### src/hw/rtl/pfbr_pkg.sv
// Package for the pixel format converter: register codes, mode codes,
// queue entry type and the exact channel scaling functions.
// No dependencies.
`default_nettype none

package pfbr_pkg;

    localparam int MAX_ROW_WIDTH_DEF = 4096;

    localparam int COLOR_W     = 16;
    localparam int ALPHA_W     = 8;
    localparam int DATA_W      = 32;
    localparam int BYTES_W     = 3;
    localparam int MODE_W      = 2;
    localparam int ROW_WIDTH_W = 13;
    localparam int CFG_IDX_W   = 1;
    localparam int CFG_DATA_W  = 13;

    localparam logic [CFG_IDX_W-1:0] CFG_MODE      = 1'b0;
    localparam logic [CFG_IDX_W-1:0] CFG_ROW_WIDTH = 1'b1;

    localparam logic [MODE_W-1:0] MODE_565_PASS  = 2'd0;
    localparam logic [MODE_W-1:0] MODE_555_TO_565 = 2'd1;
    localparam logic [MODE_W-1:0] MODE_565_RGBA  = 2'd2;
    localparam logic [MODE_W-1:0] MODE_555_RGBA  = 2'd3;

    localparam logic [BYTES_W-1:0] BYTES_2 = 3'd2;
    localparam logic [BYTES_W-1:0] BYTES_4 = 3'd4;

    localparam logic [MODE_W-1:0] MODE_RESET      = MODE_565_PASS;
    localparam logic [ROW_WIDTH_W-1:0] ROW_WIDTH_RESET = 13'd1;

    // Reciprocals ceil(2^20 / 31) and ceil(2^20 / 63); the truncation error
    // stays below one step of the divisor over the whole input range.
    localparam logic [15:0] RECIP31 = 16'd33826;
    localparam logic [15:0] RECIP63 = 16'd16645;

    typedef struct packed {
        logic [DATA_W-1:0]  data;
        logic [BYTES_W-1:0] nbytes;
        logic               pad;
    } pfbr_entry_t;

    // floor(c * 255 / 31)
    function automatic logic [7:0] scale5to8(input logic [4:0] c);
        logic [12:0] x;
        logic [28:0] p;
        x = {c, 8'b0} - {8'b0, c};
        p = 29'(x) * 29'(RECIP31);
        return p[27:20];
    endfunction

    // floor(c * 255 / 63)
    function automatic logic [7:0] scale6to8(input logic [5:0] c);
        logic [13:0] x;
        logic [28:0] p;
        x = {c, 8'b0} - {8'b0, c};
        p = 29'(x) * 29'(RECIP63);
        return p[27:20];
    endfunction

    // floor(c * 63 / 31)
    function automatic logic [5:0] scale5to6(input logic [4:0] c);
        logic [10:0] x;
        logic [28:0] p;
        x = {c, 6'b0} - {6'b0, c};
        p = 29'(x) * 29'(RECIP31);
        return p[25:20];
    endfunction

endpackage

`default_nettype wire

### src/hw/rtl/pfbr_if.sv
// Channel interfaces for the pixel format converter: pixel input,
// result output and configuration write.
// Depends on pfbr_pkg.
`default_nettype none

interface pfbr_in_if;
    logic                           valid;
    logic                           ready;
    logic [pfbr_pkg::COLOR_W-1:0]   color;
    logic [pfbr_pkg::ALPHA_W-1:0]   alpha;

    modport source (output valid, output color, output alpha, input ready);
    modport sink (input valid, input color, input alpha, output ready);
endinterface

interface pfbr_out_if;
    logic                           valid;
    logic                           ready;
    logic [pfbr_pkg::DATA_W-1:0]    out_data;
    logic [pfbr_pkg::BYTES_W-1:0]   out_bytes;
    logic                           is_pad;
    logic                           last;

    modport source (output valid, output out_data, output out_bytes, output is_pad,
                    output last, input ready);
    modport sink (input valid, input out_data, input out_bytes, input is_pad,
                  input last, output ready);
endinterface

interface pfbr_cfg_if;
    logic                              valid;
    logic                              ready;
    logic [pfbr_pkg::CFG_IDX_W-1:0]    index;
    logic [pfbr_pkg::CFG_DATA_W-1:0]   data;

    modport source (output valid, output index, output data, input ready);
    modport sink (input valid, input index, input data, output ready);
endinterface

`default_nettype wire

### src/hw/rtl/pixel_format_to_bmp_rows_core.sv
// Pixel format converter, top level: configuration registers, front end,
// queue and back end. Depends on pfbr_pkg, pfbr_if, pfbr_front,
// pfbr_queue and pfbr_back.
//
// The block takes one 16-bit pixel word per clock and returns one result
// word per clock while the output is ready and the queue has room: each
// pixel yields one word, and in the 2-byte modes a row of odd width adds
// one padding word after its last pixel. An accepted pixel is written into
// the two-entry queue, then loaded into the output register; a full queue
// holds the input not ready. The configuration port is always ready and
// should be written only while no pixel is in flight.
`default_nettype none

module pixel_format_to_bmp_rows_core #(
    parameter int MAX_ROW_WIDTH = pfbr_pkg::MAX_ROW_WIDTH_DEF
) (
    input  wire logic  clk,
    input  wire logic  rst_n,
    pfbr_in_if.sink    in_ch,
    pfbr_out_if.source out_ch,
    pfbr_cfg_if.sink   cfg
);

    logic [pfbr_pkg::MODE_W-1:0]      mode_reg;
    logic [pfbr_pkg::ROW_WIDTH_W-1:0] row_width_reg;
    logic                             push_valid;
    logic                             push_ready;
    pfbr_pkg::pfbr_entry_t            push_entry;
    logic                             q_valid;
    logic                             q_pop;
    pfbr_pkg::pfbr_entry_t            q_entry;

    assign cfg.ready = 1'b1;

    always_ff @(posedge clk or negedge rst_n)
    begin
        if (!rst_n)
        begin
            mode_reg      <= pfbr_pkg::MODE_RESET;
            row_width_reg <= pfbr_pkg::ROW_WIDTH_RESET;
        end
        else if (cfg.valid)
        begin
            case (cfg.index)
                pfbr_pkg::CFG_MODE:
                begin
                    mode_reg <= cfg.data[pfbr_pkg::MODE_W-1:0];
                end
                pfbr_pkg::CFG_ROW_WIDTH:
                begin
                    row_width_reg <= cfg.data[pfbr_pkg::ROW_WIDTH_W-1:0];
                end
                default:
                begin
                    mode_reg <= mode_reg;
                end
            endcase
        end
    end

    pfbr_front #(
        .MAX_ROW_WIDTH (MAX_ROW_WIDTH)
    ) u_front (
        .clk        (clk),
        .rst_n      (rst_n),
        .in_valid   (in_ch.valid),
        .in_ready   (in_ch.ready),
        .color      (in_ch.color),
        .alpha      (in_ch.alpha),
        .mode       (mode_reg),
        .row_width  (row_width_reg),
        .push_valid (push_valid),
        .push_ready (push_ready),
        .push_entry (push_entry)
    );

    pfbr_queue u_queue (
        .clk        (clk),
        .rst_n      (rst_n),
        .push_valid (push_valid),
        .push_ready (push_ready),
        .push_entry (push_entry),
        .pop_valid  (q_valid),
        .pop        (q_pop),
        .pop_entry  (q_entry)
    );

    pfbr_back u_back (
        .clk       (clk),
        .rst_n     (rst_n),
        .q_valid   (q_valid),
        .q_pop     (q_pop),
        .q_entry   (q_entry),
        .out_valid (out_ch.valid),
        .out_ready (out_ch.ready),
        .out_data  (out_ch.out_data),
        .out_bytes (out_ch.out_bytes),
        .is_pad    (out_ch.is_pad),
        .last      (out_ch.last)
    );

endmodule

`default_nettype wire

### src/hw/rtl/pfbr_front.sv
// Front end: accepts pixels, converts them per mode, tracks the row
// column and flags rows that need a padding word. Depends on pfbr_pkg.
`default_nettype none

module pfbr_front #(
    parameter int MAX_ROW_WIDTH = pfbr_pkg::MAX_ROW_WIDTH_DEF
) (
    input  wire logic                                 clk,
    input  wire logic                                 rst_n,
    input  wire logic                                 in_valid,
    output logic                                      in_ready,
    input  wire logic [pfbr_pkg::COLOR_W-1:0]         color,
    input  wire logic [pfbr_pkg::ALPHA_W-1:0]         alpha,
    input  wire logic [pfbr_pkg::MODE_W-1:0]          mode,
    input  wire logic [pfbr_pkg::ROW_WIDTH_W-1:0]     row_width,
    output logic                                      push_valid,
    input  wire logic                                 push_ready,
    output pfbr_pkg::pfbr_entry_t                     push_entry
);

    localparam int COL_W = (MAX_ROW_WIDTH > 1) ? $clog2(MAX_ROW_WIDTH) : 1;
    localparam int EW = (COL_W + 1 > pfbr_pkg::ROW_WIDTH_W) ?
                        COL_W + 1 : pfbr_pkg::ROW_WIDTH_W;
    localparam logic [EW-1:0] MAX_W = EW'(MAX_ROW_WIDTH);

    logic [COL_W-1:0]          column_reg;
    logic [COL_W-1:0]          column_next;
    logic [EW-1:0]             width_raw;
    logic [EW-1:0]             width_eff;
    logic [EW-1:0]             column_inc;
    logic                      row_end;
    logic                      accept;
    logic [pfbr_pkg::DATA_W-1:0]  data;
    logic [pfbr_pkg::BYTES_W-1:0] nbytes;

    assign in_ready   = push_ready;
    assign accept     = in_valid && push_ready;
    assign push_valid = in_valid;

    always_comb
    begin
        width_raw = EW'(row_width);
        if (width_raw == '0)
        begin
            width_eff = EW'(1);
        end
        else if (width_raw > MAX_W)
        begin
            width_eff = MAX_W;
        end
        else
        begin
            width_eff = width_raw;
        end
        column_inc = EW'(column_reg) + EW'(1);
        row_end    = (column_inc >= width_eff);
        column_next = row_end ? '0 : column_inc[COL_W-1:0];
    end

    always_comb
    begin
        case (mode)
            pfbr_pkg::MODE_565_PASS:
            begin
                data   = {16'b0, color};
                nbytes = pfbr_pkg::BYTES_2;
            end
            pfbr_pkg::MODE_555_TO_565:
            begin
                data   = {16'b0, color[14:10], pfbr_pkg::scale5to6(color[9:5]), color[4:0]};
                nbytes = pfbr_pkg::BYTES_2;
            end
            pfbr_pkg::MODE_565_RGBA:
            begin
                data   = {alpha, pfbr_pkg::scale5to8(color[4:0]),
                          pfbr_pkg::scale6to8(color[10:5]), pfbr_pkg::scale5to8(color[15:11])};
                nbytes = pfbr_pkg::BYTES_4;
            end
            default:
            begin
                data   = {alpha, pfbr_pkg::scale5to8(color[4:0]),
                          pfbr_pkg::scale5to8(color[9:5]), pfbr_pkg::scale5to8(color[14:10])};
                nbytes = pfbr_pkg::BYTES_4;
            end
        endcase
        push_entry.data   = data;
        push_entry.nbytes = nbytes;
        push_entry.pad    = row_end && (nbytes == pfbr_pkg::BYTES_2) && width_eff[0];
    end

    always_ff @(posedge clk or negedge rst_n)
    begin
        if (!rst_n)
        begin
            column_reg <= '0;
        end
        else if (accept)
        begin
            column_reg <= column_next;
        end
    end

endmodule

`default_nettype wire

### src/hw/rtl/pfbr_queue.sv
// Two-entry queue between the front and back ends of the pixel format
// converter. Depends on pfbr_pkg.
`default_nettype none

module pfbr_queue (
    input  wire logic                  clk,
    input  wire logic                  rst_n,
    input  wire logic                  push_valid,
    output logic                       push_ready,
    input  wire pfbr_pkg::pfbr_entry_t push_entry,
    output logic                       pop_valid,
    input  wire logic                  pop,
    output pfbr_pkg::pfbr_entry_t      pop_entry
);

    pfbr_pkg::pfbr_entry_t slot_reg [2];
    logic       wr_ptr_reg;
    logic       rd_ptr_reg;
    logic [1:0] count_reg;
    logic [1:0] count_next;
    logic       do_push;
    logic       do_pop;

    assign push_ready = (count_reg != 2'd2);
    assign pop_valid  = (count_reg != 2'd0);
    assign pop_entry  = slot_reg[rd_ptr_reg];
    assign do_push    = push_valid && push_ready;
    assign do_pop     = pop && pop_valid;

    always_comb
    begin
        count_next = count_reg;
        if (do_push && !do_pop)
        begin
            count_next = count_reg + 2'd1;
        end
        else if (do_pop && !do_push)
        begin
            count_next = count_reg - 2'd1;
        end
    end

    always_ff @(posedge clk or negedge rst_n)
    begin
        if (!rst_n)
        begin
            wr_ptr_reg <= 1'b0;
            rd_ptr_reg <= 1'b0;
            count_reg  <= 2'd0;
        end
        else
        begin
            count_reg <= count_next;
            if (do_push)
            begin
                wr_ptr_reg <= !wr_ptr_reg;
            end
            if (do_pop)
            begin
                rd_ptr_reg <= !rd_ptr_reg;
            end
        end
    end

    always_ff @(posedge clk)
    begin
        if (do_push)
        begin
            slot_reg[wr_ptr_reg] <= push_entry;
        end
    end

endmodule

`default_nettype wire

### src/hw/rtl/pfbr_back.sv
// Back end: takes converted pixels from the queue and drives the output
// register, inserting a padding word after a row end when flagged.
// Depends on pfbr_pkg.
`default_nettype none

module pfbr_back (
    input  wire logic                        clk,
    input  wire logic                        rst_n,
    input  wire logic                        q_valid,
    output logic                             q_pop,
    input  wire pfbr_pkg::pfbr_entry_t       q_entry,
    output logic                             out_valid,
    input  wire logic                        out_ready,
    output logic [pfbr_pkg::DATA_W-1:0]      out_data,
    output logic [pfbr_pkg::BYTES_W-1:0]     out_bytes,
    output logic                             is_pad,
    output logic                             last
);

    logic                          valid_reg;
    logic                          pad_pend_reg;
    logic [pfbr_pkg::DATA_W-1:0]   data_reg;
    logic [pfbr_pkg::BYTES_W-1:0]  bytes_reg;
    logic                          is_pad_reg;
    logic                          last_reg;
    logic                          load;

    assign load      = !valid_reg || out_ready;
    assign q_pop     = load && !pad_pend_reg && q_valid;
    assign out_valid = valid_reg;
    assign out_data  = data_reg;
    assign out_bytes = bytes_reg;
    assign is_pad    = is_pad_reg;
    assign last      = last_reg;

    always_ff @(posedge clk or negedge rst_n)
    begin
        if (!rst_n)
        begin
            valid_reg    <= 1'b0;
            pad_pend_reg <= 1'b0;
        end
        else if (load)
        begin
            if (pad_pend_reg)
            begin
                valid_reg    <= 1'b1;
                pad_pend_reg <= 1'b0;
            end
            else if (q_valid)
            begin
                valid_reg    <= 1'b1;
                pad_pend_reg <= q_entry.pad;
            end
            else
            begin
                valid_reg <= 1'b0;
            end
        end
    end

    always_ff @(posedge clk)
    begin
        if (load)
        begin
            if (pad_pend_reg)
            begin
                data_reg   <= '0;
                bytes_reg  <= pfbr_pkg::BYTES_2;
                is_pad_reg <= 1'b1;
                last_reg   <= 1'b1;
            end
            else
            begin
                data_reg   <= q_entry.data;
                bytes_reg  <= q_entry.nbytes;
                is_pad_reg <= 1'b0;
                last_reg   <= !q_entry.pad;
            end
        end
    end

endmodule

`default_nettype wire

### src/flat_wrapper.sv
// flat-port wrapper written by rule: the top's interface ports become plain ports
module pixel_format_to_bmp_rows_core_flat 
#(
    parameter int MAX_ROW_WIDTH = pfbr_pkg::MAX_ROW_WIDTH_DEF
)
  (clk, rst_n, in_ch_valid, in_ch_color, in_ch_alpha, in_ch_ready, out_ch_valid, out_ch_out_data, out_ch_out_bytes, out_ch_is_pad, out_ch_last, out_ch_ready, cfg_valid, cfg_index, cfg_data, cfg_ready);
  pfbr_in_if in_ch_i ();
  pfbr_out_if out_ch_i ();
  pfbr_cfg_if cfg_i ();
  input  wire logic clk;
  input  wire logic rst_n;
  input wire logic [$bits(in_ch_i.valid)-1:0] in_ch_valid;
  input wire logic [$bits(in_ch_i.color)-1:0] in_ch_color;
  input wire logic [$bits(in_ch_i.alpha)-1:0] in_ch_alpha;
  output wire logic [$bits(in_ch_i.ready)-1:0] in_ch_ready;
  output wire logic [$bits(out_ch_i.valid)-1:0] out_ch_valid;
  output wire logic [$bits(out_ch_i.out_data)-1:0] out_ch_out_data;
  output wire logic [$bits(out_ch_i.out_bytes)-1:0] out_ch_out_bytes;
  output wire logic [$bits(out_ch_i.is_pad)-1:0] out_ch_is_pad;
  output wire logic [$bits(out_ch_i.last)-1:0] out_ch_last;
  input wire logic [$bits(out_ch_i.ready)-1:0] out_ch_ready;
  input wire logic [$bits(cfg_i.valid)-1:0] cfg_valid;
  input wire logic [$bits(cfg_i.index)-1:0] cfg_index;
  input wire logic [$bits(cfg_i.data)-1:0] cfg_data;
  output wire logic [$bits(cfg_i.ready)-1:0] cfg_ready;
  assign in_ch_i.valid = in_ch_valid;
  assign in_ch_i.color = in_ch_color;
  assign in_ch_i.alpha = in_ch_alpha;
  assign in_ch_ready = in_ch_i.ready;
  assign out_ch_valid = out_ch_i.valid;
  assign out_ch_out_data = out_ch_i.out_data;
  assign out_ch_out_bytes = out_ch_i.out_bytes;
  assign out_ch_is_pad = out_ch_i.is_pad;
  assign out_ch_last = out_ch_i.last;
  assign out_ch_i.ready = out_ch_ready;
  assign cfg_i.valid = cfg_valid;
  assign cfg_i.index = cfg_index;
  assign cfg_i.data = cfg_data;
  assign cfg_ready = cfg_i.ready;
  pixel_format_to_bmp_rows_core #(.MAX_ROW_WIDTH(MAX_ROW_WIDTH)) u_core (.clk(clk), .rst_n(rst_n), .in_ch(in_ch_i), .out_ch(out_ch_i), .cfg(cfg_i));
endmodule
### config.mk
export PLATFORM = sky130hd
export DESIGN_NAME = pixel_format_to_bmp_rows_core_flat
export DESIGN_NICKNAME = d
export VERILOG_FILES = /design/src/hw/rtl/pfbr_pkg.sv /design/src/hw/rtl/pfbr_if.sv /design/src/hw/rtl/pixel_format_to_bmp_rows_core.sv /design/src/hw/rtl/pfbr_front.sv /design/src/hw/rtl/pfbr_queue.sv /design/src/hw/rtl/pfbr_back.sv /design/src/flat_wrapper.sv
export SDC_FILE = /design/constraint.sdc
export NUM_CORES = 1
export LEC_CHECK = 0
export BUFFER_PORTS_ARGS = -buffer_cell sky130_fd_sc_hd__buf_2
export CELL_PAD_IN_SITES_DETAIL_PLACEMENT = 1
export CELL_PAD_IN_SITES_GLOBAL_PLACEMENT = 2
export CORE_ASPECT_RATIO = 0.7
export CORE_UTILIZATION = 45
export DETAILED_ROUTE_END_ITERATION = 16
export MAX_ROUTING_LAYER = met4
export PLACE_DENSITY = 0.95
export SYNTH_ARGS = -nofsm -noshare
export SYNTH_HDL_FRONTEND = slang
export SYNTH_SLANG_ARGS = --single-unit
### constraint.sdc
create_clock -name clk -period 7.1 [get_ports clk]
set_input_delay 1.42 -clock clk [delete_from_list [all_inputs] [get_ports clk]]
set_output_delay 1.42 -clock clk [all_outputs]
set_load 0.03 [all_outputs]
==> results.toml <==
[synthesis]
yosys.area.top_type = "ha_1"
synth_top_family_by_area = "adder cells"
yosysTopAreaCellShare_pct = 32.7
async_reset_ff_share_pct = 23.7
synth_compound_area_share_pct = 10.3
yosys.area_share.simple_pct = 10.4
synth-main-ff-cell = "edfxtp_1"
synth.yosys.seq_area_share_pct = 28.1
synth.area.mux_share_pct = 3.99
synth_common_cells = "ha_1, inv_1, edfxtp_1, nor2_1, nand2_1"
syn_inst = 1368
ys_warn_count = 0
synth.most_common_cell = "ha_1"
synthesis.nets = 1825
synth-seq-cells = 139
synth.cell_area_sq_um = 14300
avgSynthCellArea_sq_um = 10.4
synth_edf_count = 106
ys_types = 80
yosys-top-cells-area = "ha_1, edfxtp_1, fa_1, dfrtp_1, inv_1"
synthAdderAreaFrac_pct = 38.5
synth-xor-area-share_pct = 3.93

[clock_network]
clk_latency_ns = 0.42
cts_tree = "built"
cts_setup_buffers = 0
htreeDepth = 4
clkSlewWorstSetupHoldPaths_ns = 0.06
cts_max_path_buffers = 2
clock_sinks = 139
cts_buffers = 17
post_cts_resized = 0
root_buffer = "clkbuf_16"
holdBufCountCts = 0

[global_route]
grt_pass1_wl_mm = 62.9
grt_pass1_vias = 11600
grt_start_max_net_pins = 38
grt.overflow.total = 0
track_usage_pct = 25.5
antenna_found_initial = 0

[critical_path]
start_kind = "primary input"
crit_arrival_ns = 6.70
r2r_cells = 15
r2r_end = "u_core.u_front.column_reg[0]$_DFFE_PN0P_"
crit_fanout = 8
cp-end-kind = "register"
r2r_slack_ns = 3.27
path_class = "in -> reg"
timing.rr.start = "u_core.u_front.column_reg[0]$_DFFE_PN0P_"
required_ns = 7.31

[sta]
fmax_ghz = 0.154
drv_slew = 0
fin_crit_ns = 6.49
setup_viol = 0
slew_headroom_pct = 21.7
fin_tns_setup_ns = 0
setup_ws_ns = 0.615
fin_skew_ns = 0.00835
hold_viol = 0
worst_slew_pin_slew_ns = 1.17
period_share_pct = 91.3
rsz0062_at_grt = "no"

[pwr]
power_per_cell_area_nw_per_um2 = 287
irDropWorstVdd_uv = 297
p_leak_nw = 7.77

[detailed_routing]
drtPass1Iterations = 5
via_per_inst = 5.72
ant_nets = 0
wl_per_cell_um = 20.4
drc = 0
wl_mm = 38.7
drtIter0Drc = 652
via_count = 10800

[floorplan]
rows = 54
core-area_sq_um = 31100
die_area_sq_um = 32400
dieHeight_um = 151
die_width_um = 215
initial_core_util_pct = 45.8
io-pin-count = 83

[hold_path]
worstHoldPathType = "reg -> reg"
hp-start = "u_core.u_queue.count_reg[1]$_DFFE_PN0P_"
whs_endpoint = "u_core.u_queue.count_reg[1]$_DFFE_PN0P_"
worst_hold_path.num_cells = 1

[cells_and_area]
nFillCells = 3518
n_antenna_cell = 0
multi_input_area_sq_um = 9580
layout-drive-gt1-share_pct = 11.6
register_area_sq_um = 4010
stdcell_count = 1891
layout.nets = 1915
area_growth_pct = 10.9
largest_register_ffs = 70

[run]
max_cap_viol_count = 0

[placement]
dpl_worst_slack_ns = 0.253
gp_congestion = 0.871
numPlacedInstances = 1859
dp_hpwl_mm = 31.5
portBuffers = 80

[status]
outcome = "complete, no violations"
-- cells by family after synthesis --
group                    Yosys count
adder cells (fa/ha/maj)          414
buffers and inverters            173
AO/OA/AOI/OAI                    213
flip-flops                       139
AND/OR/NAND/NOR                  308
XOR/XNOR                          64
other                              2
multiplexers                      55
-- area by class of cell --
class / instances / area share, %
Multi-Input combinational cell: 1056 / 60.6
Tap cell: 420 / 3.32
Timing Repair Buffer: 101 / 3.53
Sequential cell: 139 / 25.4
Clock buffer: 22 / 3.06
Clock inverter: 10 / 0.728
Inverter: 143 / 3.39
-- per-layer routing --
metal / wire, um / global-route usage, % / part of all wire, %
met3: 1800 / 3.49 / 4.6
met1: 18600 / 33.9 / 48
met4: 267 / 3.71 / 0.69
met5: 0 / - / 0
met2: 18000 / 42.2 / 47
-- metrics by stage --
| stage | util (%) | total power, mW | hold WS (ns) | area (sq um) |
|---|---|---|---|---|
| 2_1_floorplan | - | 2.91 | 0.423 | 14300 |
| 3_3_place_gp | 48.8 | 3.46 | 0.473 | 15200 |
| 3_5_place_dp | 48.8 | 3.64 | 0.509 | 15200 |
| 4_1_cts | 50.8 | 4.56 | 0.535 | 15800 |
| 5_1_grt | 50.8 | 4.86 | 0.580 | 15800 |
| 6_report | 50.8 | 4.54 | 0.532 | 15800 |
-- worst max-delay path: stages --
cell       delay [ns]
buf_2            0.11
inv_1            0.11
ha_1             0.25
or3b_1           0.42
nand2_1          0.15
o21ai_1          0.24
ha_1             0.32
xor2_1           0.17
ha_1             0.29
inv_1            0.05
fa_1             0.52
inv_1            0.05
ha_1             0.29
ha_1             0.29
ha_1             0.29
o21a_1           0.13
o2111ai_1        0.21
o31ai_2          0.45
a21oi_2          0.17
nor4b_1          0.17
o31a_1           0.29
a211oi_1         0.30
-- worst max path at each step --
| stage | from | endpoint | slack (ns) |
|---|---|---|---|
| after CTS | in_ch_color[11] | u_core.u_queue.slot_reg[0][9]$_DFFE_PP_ | 0.67 |
| final | in_ch_color[5] | u_core.u_queue.slot_reg[0][18]$_DFFE_PP_ | 0.61 |
| after global routing | in_ch_color[11] | u_core.u_queue.slot_reg[0][9]$_DFFE_PP_ | 0.11 |
| after global placement | in_ch_color[11] | u_core.u_queue.slot_reg[0][9]$_DFFE_PP_ | 0.45 |
| after detailed placement | in_ch_color[11] | u_core.u_queue.slot_reg[0][9]$_DFFE_PP_ | 0.25 |
| after floorplan | in_ch_color[5] | u_core.u_queue.slot_reg[0][18]$_DFFE_PP_ | 0.62 |
-- where the power goes --
group          total (mW)  internal, mW  switching, mW  leakage, nW
registers            1.38          1.21          0.171         1.43
logic                2.27         0.866           1.40         6.06
clock network       0.893         0.554          0.339        0.289
-- placed cells by master, fill, tap and decap left out, types with 10 or more instances in the layout --
cell,instances
ha_1,373
o21ai_0,52
nor3_1,20
and2_1,14
mux2_2,15
nor2b_1,13
inv_1,139
buf_4,21
a21o_1,11
xor2_1,22
xnor2_1,42
edfxtp_1,106
nand3_1,17
mux2i_1,40
a31oi_1,12
a211oi_1,14
nand4_1,12
and3_1,16
fa_1,41
a21oi_1,34
clkbuf_16,17
nand2b_1,10
buf_2,80
o21ai_1,12
nor2_1,94
dfrtp_1,31
nand2_1,80
No activity file was read; power rests on OpenSTA's default activity.
